## config.mk

```make
export PLATFORM = sky130hd
export DESIGN_NAME = sum_checked_frame_deframer_core
export DESIGN_NICKNAME = d
export VERILOG_FILES = /design/src/design/scfd_pkg.sv /design/src/design/sum_checked_frame_deframer_core.sv /design/src/design/scfd_step.sv
export SDC_FILE = /design/constraint.sdc
export NUM_CORES = 1
export LEC_CHECK = 0
export ABC_CLOCK_PERIOD_IN_PS = 2700
export BUFFER_PORTS_ARGS = -buffer_cell sky130_fd_sc_hd__buf_4
export CAP_MARGIN = 20
export CORE_MARGIN = 3
export CORE_UTILIZATION = 31
export DETAILED_ROUTE_END_ITERATION = 12
export HOLD_SLACK_MARGIN = 0.06
export PLACE_DENSITY = 0.56
export SETUP_SLACK_MARGIN = 0.02
export SYNTH_ARGS = -nofsm -noshare
export SYNTH_HDL_FRONTEND = slang
export SYNTH_HIERARCHICAL = 1
export SYNTH_SLANG_ARGS = --single-unit
export TNS_END_PERCENT = 1
```

## constraint.sdc

```tcl
create_clock -name clk -period 2.7 [get_ports clk]
set_clock_uncertainty 0.1 [all_clocks]
set_input_delay 0.675 -clock clk [delete_from_list [all_inputs] [get_ports clk]]
set_output_delay 0.675 -clock clk [all_outputs]
set_load 0.02 [all_outputs]
```

## src/design/scfd_pkg.sv

```systemverilog
// Shared types and constants of the sync/length/checksum deframer.
// Depends on nothing; used by scfd_step, the top level and the checker.
package scfd_pkg;

	// Framing bytes.
	localparam logic [7:0] SYNC_FIRST   = 8'hA5;
	localparam logic [7:0] SYNC_SECOND  = 8'h5A;
	localparam logic [7:0] TRAILER_BYTE = 8'hAA;

	// Phase codes of the frame parser.
	localparam logic [2:0] PH_HUNT1   = 3'd0;
	localparam logic [2:0] PH_HUNT2   = 3'd1;
	localparam logic [2:0] PH_LEN     = 3'd2;
	localparam logic [2:0] PH_BODY    = 3'd3;
	localparam logic [2:0] PH_CHECK   = 3'd4;
	localparam logic [2:0] PH_TRAILER = 3'd5;

	// Result kinds.
	localparam logic [1:0] KIND_BODY      = 2'd0;
	localparam logic [1:0] KIND_OK        = 2'd1;
	localparam logic [1:0] KIND_BAD_SUM   = 2'd2;
	localparam logic [1:0] KIND_BAD_TRAIL = 2'd3;

	// Parser state carried from one item to the next.
	typedef struct packed {
		logic [2:0] phase;
		logic [7:0] frame_length;
		logic [7:0] body_count;
		logic [7:0] running_sum;
		logic       sum_matched;
	} state_t;

	// One result item plus a flag that says whether the input item made one.
	typedef struct packed {
		logic       valid;
		logic [1:0] kind;
		logic [7:0] body_byte;
		logic [7:0] position;
	} result_t;

endpackage

```

## src/design/sum_checked_frame_deframer_core.sv

```systemverilog
// Top level of the sync/length/checksum deframer: state and result registers.
// Depends on scfd_pkg and instantiates scfd_step.
//
//   channel | signals                            | direction
//   --------+------------------------------------+----------
//   in      | in_valid, in_ready, byte_in        | sink
//   out     | out_valid, out_ready, kind,        | source
//           | body_byte, position                |
//
// One byte is taken per cycle; its result, if any, shows on the output
// register in the next cycle, set by the single state update per byte.
// A new byte is taken while the output register is empty or being emptied.
// When the output stalls with a result waiting, input stalls too.
// Reset returns the parser to hunting for the first sync byte.
module sum_checked_frame_deframer_core (
	input  logic       clk,
	input  logic       arst_n,
	input  logic       in_valid,
	output logic       in_ready,
	input  logic [7:0] byte_in,
	output logic       out_valid,
	input  logic       out_ready,
	output logic [1:0] kind,
	output logic [7:0] body_byte,
	output logic [7:0] position
);

	scfd_pkg::state_t  state_q;
	scfd_pkg::state_t  state_nxt;
	scfd_pkg::result_t res;
	logic              in_acc;
	logic [1:0]        kind_q;
	logic [7:0]        body_byte_q;
	logic [7:0]        position_q;
	logic              out_valid_q;

	assign in_ready = !out_valid_q || out_ready;
	assign in_acc   = in_valid && in_ready;

	scfd_step u_step (
		.cur     (state_q),
		.byte_in (byte_in),
		.nxt     (state_nxt),
		.res     (res)
	);

	// Parser state advances on every accepted item.
	always_ff @(posedge clk or negedge arst_n) begin
		if (!arst_n) begin
			state_q <= '{phase: scfd_pkg::PH_HUNT1, frame_length: 8'd0,
				body_count: 8'd0, running_sum: 8'd0, sum_matched: 1'b0};
		end else if (in_acc) begin
			state_q <= state_nxt;
		end
	end

	// Output valid flag: set by an item with a result, cleared when taken.
	always_ff @(posedge clk or negedge arst_n) begin
		if (!arst_n) begin
			out_valid_q <= 1'b0;
		end else if (in_acc) begin
			out_valid_q <= res.valid;
		end else if (out_ready) begin
			out_valid_q <= 1'b0;
		end
	end

	// Output payload register.
	always_ff @(posedge clk) begin
		if (in_acc && res.valid) begin
			kind_q      <= res.kind;
			body_byte_q <= res.body_byte;
			position_q  <= res.position;
		end
	end

	assign out_valid = out_valid_q;
	assign kind      = kind_q;
	assign body_byte = body_byte_q;
	assign position  = position_q;

endmodule

```

## src/design/scfd_step.sv

```systemverilog
// Next-state and result logic of the deframer for one received byte.
// Depends on scfd_pkg for the state and result types and the codes.
module scfd_step (
	input  scfd_pkg::state_t  cur,
	input  logic [7:0]        byte_in,
	output scfd_pkg::state_t  nxt,
	output scfd_pkg::result_t res
);

	logic [7:0] count_inc;
	logic [7:0] sum_add;

	assign count_inc = cur.body_count + 8'd1;
	assign sum_add   = cur.running_sum + byte_in;

	// One parser step: update the state and form at most one result item.
	always_comb begin
		nxt           = cur;
		res.valid     = 1'b0;
		res.kind      = scfd_pkg::KIND_BODY;
		res.body_byte = 8'd0;
		res.position  = 8'd0;
		unique case (cur.phase)
			scfd_pkg::PH_HUNT2: begin
				// A repeated first sync byte keeps waiting for the second.
				if (byte_in == scfd_pkg::SYNC_SECOND) begin
					nxt.phase = scfd_pkg::PH_LEN;
				end else if (byte_in != scfd_pkg::SYNC_FIRST) begin
					nxt.phase = scfd_pkg::PH_HUNT1;
				end
			end
			scfd_pkg::PH_LEN: begin
				nxt.frame_length = byte_in;
				nxt.running_sum  = byte_in;
				nxt.body_count   = 8'd0;
				nxt.sum_matched  = 1'b0;
				// An empty body goes straight to the checksum byte.
				nxt.phase = (byte_in == 8'd0) ? scfd_pkg::PH_CHECK : scfd_pkg::PH_BODY;
			end
			scfd_pkg::PH_BODY: begin
				res.valid       = 1'b1;
				res.kind        = scfd_pkg::KIND_BODY;
				res.body_byte   = byte_in;
				res.position    = cur.body_count;
				nxt.running_sum = sum_add;
				nxt.body_count  = count_inc;
				if (count_inc == cur.frame_length) begin
					nxt.phase = scfd_pkg::PH_CHECK;
				end
			end
			scfd_pkg::PH_CHECK: begin
				nxt.sum_matched = (byte_in == cur.running_sum);
				nxt.phase       = scfd_pkg::PH_TRAILER;
			end
			scfd_pkg::PH_TRAILER: begin
				// A bad checksum wins over a bad trailer.
				res.valid    = 1'b1;
				res.position = cur.frame_length;
				if (!cur.sum_matched) begin
					res.kind = scfd_pkg::KIND_BAD_SUM;
				end else if (byte_in != scfd_pkg::TRAILER_BYTE) begin
					res.kind = scfd_pkg::KIND_BAD_TRAIL;
				end else begin
					res.kind = scfd_pkg::KIND_OK;
				end
				nxt.phase = scfd_pkg::PH_HUNT1;
			end
			default: begin
				// Hunting for the first sync byte; unused codes act the same.
				nxt.phase = (byte_in == scfd_pkg::SYNC_FIRST) ?
					scfd_pkg::PH_HUNT2 : scfd_pkg::PH_HUNT1;
			end
		endcase
	end

endmodule

```

==> flow_metrics.py <==
metrics = {
    "global_route": {
        "number_of_global_route_vias_before_repair": 2415,
        "antenna_violations_before_repair": 0,
        "grtUsageTotal": 0.136,
        "maximum_number_of_pins_on_one_net_before_global_route_repair": 30,
        "grt_first_pass_wirelength_um": 12200,
        "grt_remaining_overflow": 0,
    },
    "sta": {
        "setup-violations-final": 0,
        "fin_ws_ns": 0.378,
        "finalHoldWorstSlack_ns": 0.188,
        "report.final.hold_viol_count": 0,
        "finalCriticalPeriod_ns": 2.32,
        "post-route-period-util": 0.860,
        "rsz_0062_raised_after_global_routing": "no",
        "slew_headroom": 0.642,
        "number_of_slew_limit_violations_in_the_final_report": 0,
        "max_clock_freq_ghz": 0.431,
        "worst-slew-pin-transition_ns": 0.536,
        "final.setup.tns_ns": 0,
    },
    "yosys": {
        "syn-num-nets": 315,
        "sequential_share_of_the_synthesized_area": 0.411,
        "number_of_synthesis_warnings": 6,
        "postSynthAreaPerCell_um2": 10.5,
        "netlist_instances": 293,
        "synthDistinctLibCells": 52,
        "synth.ff_latch_count": 47,
        "mappedNetlistArea_mm2": 0.00308,
    },
    "outcome": {
        "outcome": "complete, no violations",
    },
    "setup_path": {
        "critPathArrivalTime_ns": 2.42,
        "cp_max_fo": 7,
        "cp-end-kind": "register",
        "start_kind": "register",
        "worst-endpoint-required_ns": 2.80,
        "crit_type": "register to register",
    },
    "place": {
        "post_detailed_placement_half_perimeter_wirelength_um": 5090,
        "place_worst_setup_slack_ns": 0.0550,
        "gp_congestion": 0.810,
        "io_buffer_count": 31,
    },
    "drt": {
        "number_of_vias_after_detailed_routing": 2369,
        "drt-pass1-iter-count": 4,
        "drcViolationCount": 0,
        "antenna_violating_nets_post_route": 0,
        "drt_first_iter_violations": 111,
        "viasPerCell": 5.20,
        "avgRoutedWirePerCell_um": 15.9,
        "totalWireLength_um": 7250,
    },
    "floorplanning": {
        "ios": 32,
        "fp.coreArea_mm2": 0.00946,
        "effective_utilization_at_floorplan": 0.326,
        "floorplan.die.width_um": 106,
        "die_area_mm2": 0.0112,
        "placementRows": 35,
        "die_height_um": 106,
    },
    "cts": {
        "cts_inserted_buffers": 5,
        "worst_setup_hold_path_clk_slew_ns": 0.09,
        "post_cts.repair.setup_buffers": 0,
        "numClockSinks": 47,
        "cts.htree.levels": 2,
        "clk_path_buf_depth": 2,
        "cts.root.buffer_cell": "sky130_fd_sc_hd__clkbuf_8",
        "cts_hold_buffers": 0,
        "cts_repair_resize_count": 0,
        "tritoncts_clock_tree": "yes",
        "clk_latency_ns": 0.31,
    },
    "power_and_ir_drop": {
        "cellPowerDensity_mw_per_mm2": 555,
        "maximum_vdd_drop_mv": 0.262,
        "p_leak_nw": 1.53,
    },
    "final_layout": {
        "nFillCells": 974,
        "n_antenna_cell": 0,
        "net_count_of_the_finished_layout": 348,
        "layout-area-overhead-vs-synth_pct": 17.1,
        "proportion_of_layout_cells_with_a_drive_suffix_above_1": 0.278,
    },
    "job": {
        "cap_viol_max_count": 0,
    },
    "min_path": {
        "min-delay-path-class": "input port to asynchronous set/reset pin",
    },
}
## registers in the layout (all words and copies together), names as in the netlist
signal	count
state_q	28
kind	2
position	8
out_valid	1
body_byte	8
## worst max-delay path: stages, from the launching register on
cell and delay (ns):
sky130_fd_sc_hd__dfrtp_1 0.47, sky130_fd_sc_hd__ha_1 0.31, sky130_fd_sc_hd__and2_1 0.18, sky130_fd_sc_hd__o21ai_0 0.19
sky130_fd_sc_hd__a31oi_1 0.11, sky130_fd_sc_hd__a211o_1 0.33, sky130_fd_sc_hd__o21ai_2 0.15, sky130_fd_sc_hd__o211ai_1 0.10
sky130_fd_sc_hd__mux2_4 0.28
## Yosys cell counts (all sizes together)
master | instances | share of area
a31oi | 6 | 0.012
inv | 11 | 0.013
clkbuf | 10 | 0.013
a22o | 3 | 0.0089
o31ai | 1 | 0.0024
mux2 | 36 | 0.16
ha | 9 | 0.037
a21oi | 7 | 0.011
nand4 | 3 | 0.0061
o21ai | 12 | 0.021
nand4b | 1 | 0.0028
a311oi | 1 | 0.0028
xnor2 | 10 | 0.028
o41ai | 1 | 0.0028
o22ai | 9 | 0.018
o211ai | 1 | 0.0024
nor3 | 5 | 0.0081
a21o | 3 | 0.0073
nor2b | 14 | 0.028
nand3b | 2 | 0.0049
o21a | 1 | 0.0024
o22a | 1 | 0.0028
nand2b | 2 | 0.0065
dfrtp | 29 | 0.24
nor4 | 3 | 0.0061
nor2 | 20 | 0.025
nand2 | 19 | 0.026
a211o | 3 | 0.0085
and2 | 2 | 0.0041
xor2 | 4 | 0.011
fa | 1 | 0.0065
nand3 | 9 | 0.016
mux2i | 6 | 0.019
nor3b | 2 | 0.0049
a22oi | 8 | 0.019
clkinv | 1 | 0.0012
o221a | 1 | 0.0037
o21bai | 1 | 0.0024
edfxtp | 18 | 0.18
and3 | 11 | 0.022
buf | 5 | 0.012
and4 | 1 | 0.0028
## cells in the final DEF, fill, tap and decap left out, types with 3 or more instances in the layout
master and instances:
sky130_fd_sc_hd__a211o_1 3, sky130_fd_sc_hd__a21o_1 3, sky130_fd_sc_hd__a21oi_1 7, sky130_fd_sc_hd__a22oi_1 8
sky130_fd_sc_hd__a31oi_1 6, sky130_fd_sc_hd__and3_1 11, sky130_fd_sc_hd__buf_4 41, sky130_fd_sc_hd__clkbuf_8 5
sky130_fd_sc_hd__dfrtp_1 29, sky130_fd_sc_hd__edfxtp_1 18, sky130_fd_sc_hd__ha_1 9, sky130_fd_sc_hd__inv_1 11
sky130_fd_sc_hd__mux2_2 16, sky130_fd_sc_hd__mux2_4 20, sky130_fd_sc_hd__mux2i_1 6, sky130_fd_sc_hd__nand2_1 18
sky130_fd_sc_hd__nand3_1 8, sky130_fd_sc_hd__nand4_1 3, sky130_fd_sc_hd__nor2_1 19, sky130_fd_sc_hd__nor2b_1 14
sky130_fd_sc_hd__nor3_1 5, sky130_fd_sc_hd__nor4_1 3, sky130_fd_sc_hd__o21ai_0 11, sky130_fd_sc_hd__o22ai_1 9
sky130_fd_sc_hd__xnor2_1 10, sky130_fd_sc_hd__xor2_1 4
## cell type report
type / instances / area, um2 / share of cell area
inverters: 12 / 45.0 / 0.0125
repair buffers: 41 / 308 / 0.0852
clock inverters: 2 / 60.1 / 0.0166
well taps: 129 / 161 / 0.0447
clock buffers: 6 / 72.6 / 0.0201
flip-flops and latches: 47 / 1270 / 0.351
multi-input cells: 219 / 1700 / 0.470
## metal layers
layer | GRT usage | up-vias | wire length [um]
li1 | - | 1139 | -
met1 | 0.178 | 1158 | 3280
met2 | 0.228 | 63 | 3480
met3 | 0.0214 | 9 | 350
met5 | 0 | - | 0
met4 | 0.0453 | 0 | 145
## final timing paths
| check | start | to | slack, ns | depth (start not counted) |
|---|---|---|---|---|
| max reg2reg | state_q[9] | state_q[25] | 0.38 | 8 |
| min | arst_n | state_q[16] | 0.19 | 1 |
| max | state_q[9] | state_q[25] | 0.38 | 8 |
| min in group clk | state_q[4] | state_q[4] | 0.45 | 1 |
| min reg2reg | state_q[4] | state_q[4] | 0.45 | 1 |
| max in group asynchronous | arst_n | out_valid | 2.01 | 1 |
## report_power, final
part	leakage, nW	internal, mW	total [mW]	switching, mW
clock network	0.0654	0.370	0.621	0.251
registers	0.560	0.796	0.854	0.0581
logic	0.907	0.281	0.529	0.248
## logic make-up after synthesis
family                   synth area share
AO/OA/AOI/OAI                       0.129
adder cells (fa/ha/maj)            0.0430
AND/OR/NAND/NOR                     0.164
XOR/XNOR                           0.0398
flip-flops                          0.411
multiplexers                        0.175
buffers and inverters              0.0389
## through the flow
stage	cell area (um2)	utilization	power, mW	instances
CTS	3610	0.382	2.02	456
floorplan	3080	-	1.28	293
global route	3610	0.382	2.12	456
detailed placement	3480	0.368	1.40	448
finish	3610	0.382	2.00	456
global placement	3480	0.368	1.38	448
Note: power is estimated with default switching activity, not from simulation.
